===== config.mk =====
export PLATFORM = sky130hd
export DESIGN_NAME = priority_message_queue
export DESIGN_NICKNAME = d
export VERILOG_FILES = /design/src/rtl/pmq_pkg.sv /design/src/rtl/priority_message_queue.sv
export SDC_FILE = /design/constraint.sdc
export NUM_CORES = 2
export LEC_CHECK = 0
export BUFFER_PORTS_ARGS = -buffer_cell sky130_fd_sc_hd__buf_2
export CAP_MARGIN = 20
export CORE_UTILIZATION = 56
export CTS_CLUSTER_DIAMETER = 30
export DETAILED_ROUTE_END_ITERATION = 10
export PLACE_DENSITY_LB_ADDON = 0.2
export SLEW_MARGIN = 5
export SYNTH_ARGS = -nofsm -noshare
export SYNTH_HDL_FRONTEND = slang
export SYNTH_SLANG_ARGS = --single-unit

===== constraint.sdc =====
create_clock -name clk -period 7 [get_ports clk]
set_input_delay 0.35 -clock clk [delete_from_list [all_inputs] [get_ports clk]]
set_output_delay 0.35 -clock clk [all_outputs]
set_load 0.02 [all_outputs]

===== src/rtl/pmq_pkg.sv =====
// ----------------------------------------------------------------------------
// pmq_pkg
// shared types and constants of the priority message queue
// ----------------------------------------------------------------------------
`timescale 1ns / 1ps

package pmq_pkg;

	localparam int DEFAULT_QUEUE_DEPTH    = 16;
	localparam int MAX_LENGTH             = 8192;
	localparam int RESET_MAX_MESSAGES     = 10;
	localparam int RESET_MAX_MESSAGE_SIZE = 8192;

	localparam int HANDLE_W   = 32;
	localparam int LEN_W      = 14;
	localparam int PRIO_W     = 15;
	localparam int REQ_PRIO_W = 16;
	localparam int CNT_W      = 5;
	localparam int SIZE_W     = 17;
	localparam int STATUS_W   = 3;
	localparam int CFG_IDX_W  = 1;
	localparam int CFG_DATA_W = 14;

	localparam logic KIND_SEND = 1'b0;
	localparam logic KIND_RECV = 1'b1;

	localparam logic [CFG_IDX_W-1:0] CFG_MAX_MESSAGES     = 1'b0;
	localparam logic [CFG_IDX_W-1:0] CFG_MAX_MESSAGE_SIZE = 1'b1;

	typedef enum logic [STATUS_W-1:0] {
		ST_OK        = 3'd0,
		ST_FULL      = 3'd1,
		ST_EMPTY     = 3'd2,
		ST_TOO_LONG  = 3'd3,
		ST_BUF_SMALL = 3'd4,
		ST_BAD_PRIO  = 3'd5
	} status_t;

	typedef enum logic [1:0] {
		S_IDLE,
		S_INS_RD,
		S_INS_CMP,
		S_POP
	} state_t;

	typedef struct packed {
		logic [HANDLE_W-1:0] handle;
		logic [LEN_W-1:0]    len;
		logic [PRIO_W-1:0]   prio;
	} msg_t;

endpackage


===== src/rtl/priority_message_queue.sv =====
// A rejected word is answered straight from idle; a receive reads the head and then pops it; a send
// moves each held lower-priority message one slot toward the tail, then writes the new message.
// One word at a time: start is taken only while idle; busy is high while a word is worked on and falls as done rises.
// Each insert step is one read and one compare-and-write on the message memory, never both in one cycle.
// Reset: arst_n clears the queue and loads max_messages = 10, max_message_size = 8192.
// The receiver cannot stall: each result is shown on done for exactly one cycle.
// ----------------------------------------------------------------------------
// priority_message_queue
// bounded message queue, highest priority first, first in first out on ties
// ----------------------------------------------------------------------------
`timescale 1ns / 1ps

module priority_message_queue
	import pmq_pkg::*;
#(
	parameter int QUEUE_DEPTH = DEFAULT_QUEUE_DEPTH
) (
	input  logic                  clk,
	input  logic                  arst_n,
	input  logic                  cfg_we,
	input  logic [CFG_IDX_W-1:0]  cfg_index,
	input  logic [CFG_DATA_W-1:0] cfg_wdata,
	input  logic                  start,
	output logic                  busy,
	input  logic                  kind,
	input  logic [HANDLE_W-1:0]   payload_handle,
	input  logic [LEN_W-1:0]      length,
	input  logic [REQ_PRIO_W-1:0] priority_req,
	output logic                  done,
	output logic [STATUS_W-1:0]   status,
	output logic [HANDLE_W-1:0]   out_handle,
	output logic [LEN_W-1:0]      out_length,
	output logic [PRIO_W-1:0]     out_priority,
	output logic [CNT_W-1:0]      message_count,
	output logic                  became_nonempty
);

	localparam int PTR_W = (QUEUE_DEPTH > 1) ? $clog2(QUEUE_DEPTH) : 1;
	localparam int SUM_W = ((PTR_W > CNT_W) ? PTR_W : CNT_W) + 1;

	function automatic logic [PTR_W-1:0] slot_addr(input logic [PTR_W-1:0] base,
		input logic [CNT_W-1:0] off);
		logic [SUM_W-1:0] sum;
		sum = SUM_W'(base) + SUM_W'(off);
		if (sum >= SUM_W'(QUEUE_DEPTH)) begin
			sum = sum - SUM_W'(QUEUE_DEPTH);
		end
		return sum[PTR_W-1:0];
	endfunction

	// configuration
	logic [CNT_W-1:0]  max_msgs_q;
	logic [LEN_W-1:0]  max_size_q;
	logic [CNT_W-1:0]  cap_eff;
	logic [SIZE_W-1:0] size_eff;
	logic [SIZE_W-1:0] len_ext;

	// sequencer
	state_t           state_q, state_d;
	logic [CNT_W-1:0] occ_q, occ_d;
	logic [PTR_W-1:0] head_q, head_d;
	logic [CNT_W-1:0] k_q, k_d;
	msg_t             item_q;
	logic             load_item;

	// message memory
	msg_t             mem [QUEUE_DEPTH];
	msg_t             rd_data_q;
	logic             rd_en;
	logic [PTR_W-1:0] rd_addr;
	logic             wr_en;
	logic [PTR_W-1:0] wr_addr;
	msg_t             wr_data;

	// result word
	logic                done_q, done_d;
	status_t             status_q, status_d;
	logic [HANDLE_W-1:0] handle_q, handle_d;
	logic [LEN_W-1:0]    len_q, len_d;
	logic [PRIO_W-1:0]   prio_q, prio_d;
	logic [CNT_W-1:0]    count_q, count_d;
	logic                nonempty_q, nonempty_d;

	assign cap_eff  = (int'(max_msgs_q) > QUEUE_DEPTH) ? CNT_W'(QUEUE_DEPTH) : max_msgs_q;
	assign size_eff = (SIZE_W'(max_size_q) > SIZE_W'(MAX_LENGTH)) ? SIZE_W'(MAX_LENGTH)
		: SIZE_W'(max_size_q);
	assign len_ext  = SIZE_W'(length);

	always_ff @(posedge clk or negedge arst_n) begin
		if (!arst_n) begin
			max_msgs_q <= CNT_W'(RESET_MAX_MESSAGES);
			max_size_q <= LEN_W'(RESET_MAX_MESSAGE_SIZE);
		end else if (cfg_we) begin
			unique case (cfg_index)
				CFG_MAX_MESSAGES:     max_msgs_q <= cfg_wdata[CNT_W-1:0];
				CFG_MAX_MESSAGE_SIZE: max_size_q <= cfg_wdata[LEN_W-1:0];
				default:              max_size_q <= max_size_q;
			endcase
		end
	end

	always_ff @(posedge clk or negedge arst_n) begin
		if (!arst_n) begin
			state_q <= S_IDLE;
			occ_q   <= '0;
			head_q  <= '0;
			k_q     <= '0;
			done_q  <= 1'b0;
		end else begin
			state_q <= state_d;
			occ_q   <= occ_d;
			head_q  <= head_d;
			k_q     <= k_d;
			done_q  <= done_d;
		end
	end

	always_ff @(posedge clk) begin
		if (load_item) begin
			item_q.handle <= payload_handle;
			item_q.len    <= length;
			item_q.prio   <= priority_req[PRIO_W-1:0];
		end
		if (done_d) begin
			status_q   <= status_d;
			handle_q   <= handle_d;
			len_q      <= len_d;
			prio_q     <= prio_d;
			count_q    <= count_d;
			nonempty_q <= nonempty_d;
		end
	end

	always_ff @(posedge clk) begin
		if (wr_en) begin
			mem[wr_addr] <= wr_data;
		end
		if (rd_en) begin
			rd_data_q <= mem[rd_addr];
		end
	end

	always_comb begin
		state_d    = state_q;
		occ_d      = occ_q;
		head_d     = head_q;
		k_d        = k_q;
		load_item  = 1'b0;
		rd_en      = 1'b0;
		rd_addr    = head_q;
		wr_en      = 1'b0;
		wr_addr    = slot_addr(head_q, k_q);
		wr_data    = item_q;
		done_d     = 1'b0;
		status_d   = ST_OK;
		handle_d   = '0;
		len_d      = '0;
		prio_d     = '0;
		count_d    = occ_q;
		nonempty_d = 1'b0;

		unique case (state_q)
			S_IDLE: begin
				if (start) begin
					if (kind == KIND_SEND) begin
						priority if (priority_req[REQ_PRIO_W-1]) begin
							done_d   = 1'b1;
							status_d = ST_BAD_PRIO;
						end else if (len_ext > size_eff) begin
							done_d   = 1'b1;
							status_d = ST_TOO_LONG;
						end else if (occ_q >= cap_eff) begin
							done_d   = 1'b1;
							status_d = ST_FULL;
						end else begin
							load_item = 1'b1;
							k_d       = occ_q;
							state_d   = S_INS_RD;
						end
					end else begin
						priority if (len_ext < size_eff) begin
							done_d   = 1'b1;
							status_d = ST_BUF_SMALL;
						end else if (occ_q == '0) begin
							done_d   = 1'b1;
							status_d = ST_EMPTY;
						end else begin
							rd_en   = 1'b1;
							rd_addr = head_q;
							state_d = S_POP;
						end
					end
				end
			end
			S_INS_RD: begin
				if (k_q == '0) begin
					wr_en      = 1'b1;
					wr_data    = item_q;
					occ_d      = occ_q + CNT_W'(1);
					done_d     = 1'b1;
					count_d    = occ_q + CNT_W'(1);
					nonempty_d = (occ_q == '0);
					state_d    = S_IDLE;
				end else begin
					rd_en   = 1'b1;
					rd_addr = slot_addr(head_q, k_q - CNT_W'(1));
					state_d = S_INS_CMP;
				end
			end
			S_INS_CMP: begin
				if (rd_data_q.prio < item_q.prio) begin
					// lower priority message moves one slot toward the tail
					wr_en   = 1'b1;
					wr_data = rd_data_q;
					k_d     = k_q - CNT_W'(1);
					state_d = S_INS_RD;
				end else begin
					wr_en      = 1'b1;
					wr_data    = item_q;
					occ_d      = occ_q + CNT_W'(1);
					done_d     = 1'b1;
					count_d    = occ_q + CNT_W'(1);
					nonempty_d = (occ_q == '0);
					state_d    = S_IDLE;
				end
			end
			S_POP: begin
				done_d   = 1'b1;
				handle_d = rd_data_q.handle;
				len_d    = rd_data_q.len;
				prio_d   = rd_data_q.prio;
				head_d   = slot_addr(head_q, CNT_W'(1));
				occ_d    = occ_q - CNT_W'(1);
				count_d  = occ_q - CNT_W'(1);
				state_d  = S_IDLE;
			end
			default: begin
				state_d = S_IDLE;
			end
		endcase
	end

	assign busy            = (state_q != S_IDLE);
	assign done            = done_q;
	assign status          = status_q;
	assign out_handle      = handle_q;
	assign out_length      = len_q;
	assign out_priority    = prio_q;
	assign message_count   = count_q;
	assign became_nonempty = nonempty_q;

endmodule


==> metrics <==
pin count of the biggest net entering global routing 138; max cap viols 0; Total Die Area 88000 um2; I/O pin cnt 154; die width 297 um; Post-CTS Repair Setup Buffers 0; cell area after layout 58200 um2; hold path cells 3; Syn Inst Count 2421; worst hold path class in2reg; EDFF count, synth 1168; placed inst area 50400 um2; DRC viols 0; Site Rows 107; clock latency on the worst-skew pair 0.77 ns; HP Start cfg_index; worst setup path category reg2reg; Syn Area/Cell 20.1 um2; Tcrit/Tclk final 0.627; Setup crit end kind register; CTS tree yes; Post-Place Cells 3652; clock buffer depth 3; Seq/Total Area, Yosys 0.740; Via Count 23900; number of synthesized register bits 1204; Post-CTS Resized 0; worst r2r dst rd_data_q[60]; static leakage 21.2 nW; fraction of registers with async set or reset after synthesis 0.0299; ANT nets after route 0; Worst R2R Setup Slack 2.61 ns; Data arrival, critical path 5.01 ns; worst setup margin 2.61 ns; Final Hold Viols 0; synthesized cell area 48600 um2; most frequent cells in the layout 1168 x edfxtp_1, 551 x mux2i_1, 207 x clkbuf_16; fin. max-slew vios 0; FF-to-FF Start k_q[0]; Setup-failing EPs final 0; main flop type after synthesis edfxtp_1; CTS Buf Count 204; first-pass iteration count of the detailed router 5; initial antenna violation count 4; GRT Util Overall 0.243; CORE AREA 85500 um2; Final Non-Filler Cells 4118; CTS root buffer clkbuf_16; Worst Skew 0.0299 ns; Iteration-0 DRC Markers 2080; crit path time final 4.39 ns; P per Cell Area 504 nW/um2; Max-Slew Margin vs Limit 0.247; Clock Sinks 1204; CTS Hold Bufs 85; WL/cell 25.5 um; GPL Wtd Cong 0.812; yosys warns 0; Min-Delay Endpoint max_msgs_q[2]; first-pass GRT wire length 154 mm; RSZ-0062 raised after global routing false; initial core utilization 0.568; clock-pin slew on the worst setup and hold paths 0.05 ns; Worst-Margin Slew 1.11 ns; Cell variety after synth 64; via/cell ratio 5.80; post-synthesis net count 2552; number of antenna diodes 0; fraction of layout cells with a size suffix above 1 0.259; total global routing overflow 0; status finished clean; Critical Path RT 7.62 ns; Setup WS pre-CTS 2.68 ns; Overall Power 29.4 mW; fin nets 2930; Max FO, Critical Path 136; DP Wirelength 50.6 mm; Worst setup SP type register; fillers 5333; setup_tns 0 ns; DRT Wirelength 105 mm; Layout area overhead 19.8%; R2R depth 9; CTS H-tree lvls 4; VDD IR max 0.668 mV; Die Y 297 um; commonest non-fill, non-tap cell in the layout edfxtp_1; port bufs 153; max frequency 228 MHz; vias in the first global route 24500
## through the flow
stage	util	hold WS, ns
6_report	0.681	0.0551
5_1_grt	0.681	0.0413
4_1_cts	0.681	0.000755
3_5_place_dp	0.589	0.501
3_3_place_gp	0.589	0.488
2_1_floorplan	-	0.0544
## where the power goes
group | internal (mW) | switching [mW]
combinational | 3.98 | 5.21
clock | 6.26 | 3.59
sequential | 9.90 | 0.424
## Yosys cell counts (6+ instances only)
library cell,number,area [um2]
mux4_2,122,2750
buf_2,21,105
edfxtp_1,1168,35100
nand2_1,37,139
ha_1,47,588
nor2_1,30,113
buf_1,6,22.5
o21ai_0,13,65.1
nand3_1,8,40.0
buf_4,8,60.1
inv_1,33,124
a21oi_1,22,110
dfrtp_1,33,826
clkbuf_1,35,131
buf_12,30,601
mux2i_1,552,5530
xnor2_1,8,70.1
and2_1,66,413
mux2_2,82,923
## kinds of logic (layout without fill, tap and decap cells)
logic type | after synthesis | count (layout) | share of synthesized area
XOR/XNOR | 13 | 13 | 0.00250
AND/OR/NAND/NOR | 180 | 180 | 0.0199
multiplexers | 757 | 757 | 0.190
flip-flops | 1204 | 1204 | 0.740
buffers and inverters | 142 | 695 | 0.0239
AO/OA/AOI/OAI | 76 | 76 | 0.0107
adder cells (fa/ha/maj) | 49 | 49 | 0.0129
## per-layer routing
| layer | GRT usage | part of all wire |
|---|---|---|
| met4 | 0.0778 | 0.020 |
| met5 | 0 | 0 |
| met2 | 0.393 | 0.49 |
| met1 | 0.340 | 0.42 |
| met3 | 0.0419 | 0.065 |
## sequential cells by signal (all words and copies together), names as in the netlist
signal,count
became_nonempty,1
done,1
head_q,4
item_q,61
k_q,5
max_msgs_q,5
max_size_q,14
mem,976
message_count,5
occ_q,5
out_handle,32
out_length,14
out_priority,15
rd_data_q,61
state_q,2
status,3
## critical path, stage by stage (launching register included)
cell	delay (ns)
dfrtp_1	0.42
inv_1	0.17
ha_1	0.30
nand2_4	0.11
o21ai_4	0.38
mux2i_4	0.98
buf_12	0.79
mux2i_1	0.29
mux4_2	0.54
mux2i_1	0.15
## worst max-delay path by stage
stage	from	end	slack, ns	cells past startpoint
after CTS	k_q[0]	rd_data_q[60]	2.69	9
final	k_q[0]	rd_data_q[60]	2.61	9
after global placement	k_q[0]	rd_data_q[19]	2.82	9
after global routing	k_q[0]	rd_data_q[24]	2.42	9
after detailed placement	k_q[0]	rd_data_q[33]	2.68	9
after floorplan	max_size_q[6]	rd_data_q[0]	0.003	10
## final cells by class
type                    count  area [um2]  area share
flip-flops and latches   1204       36000       0.618
multi-input cells        1075       11600       0.200
clock buffers             225        5250      0.0901
repair buffers            281        2090      0.0359
clock inverters           156        1710      0.0294
well taps                1144        1430      0.0246
inverters                  33         125     0.00215
Note: power is estimated with default switching activity, not from simulation.
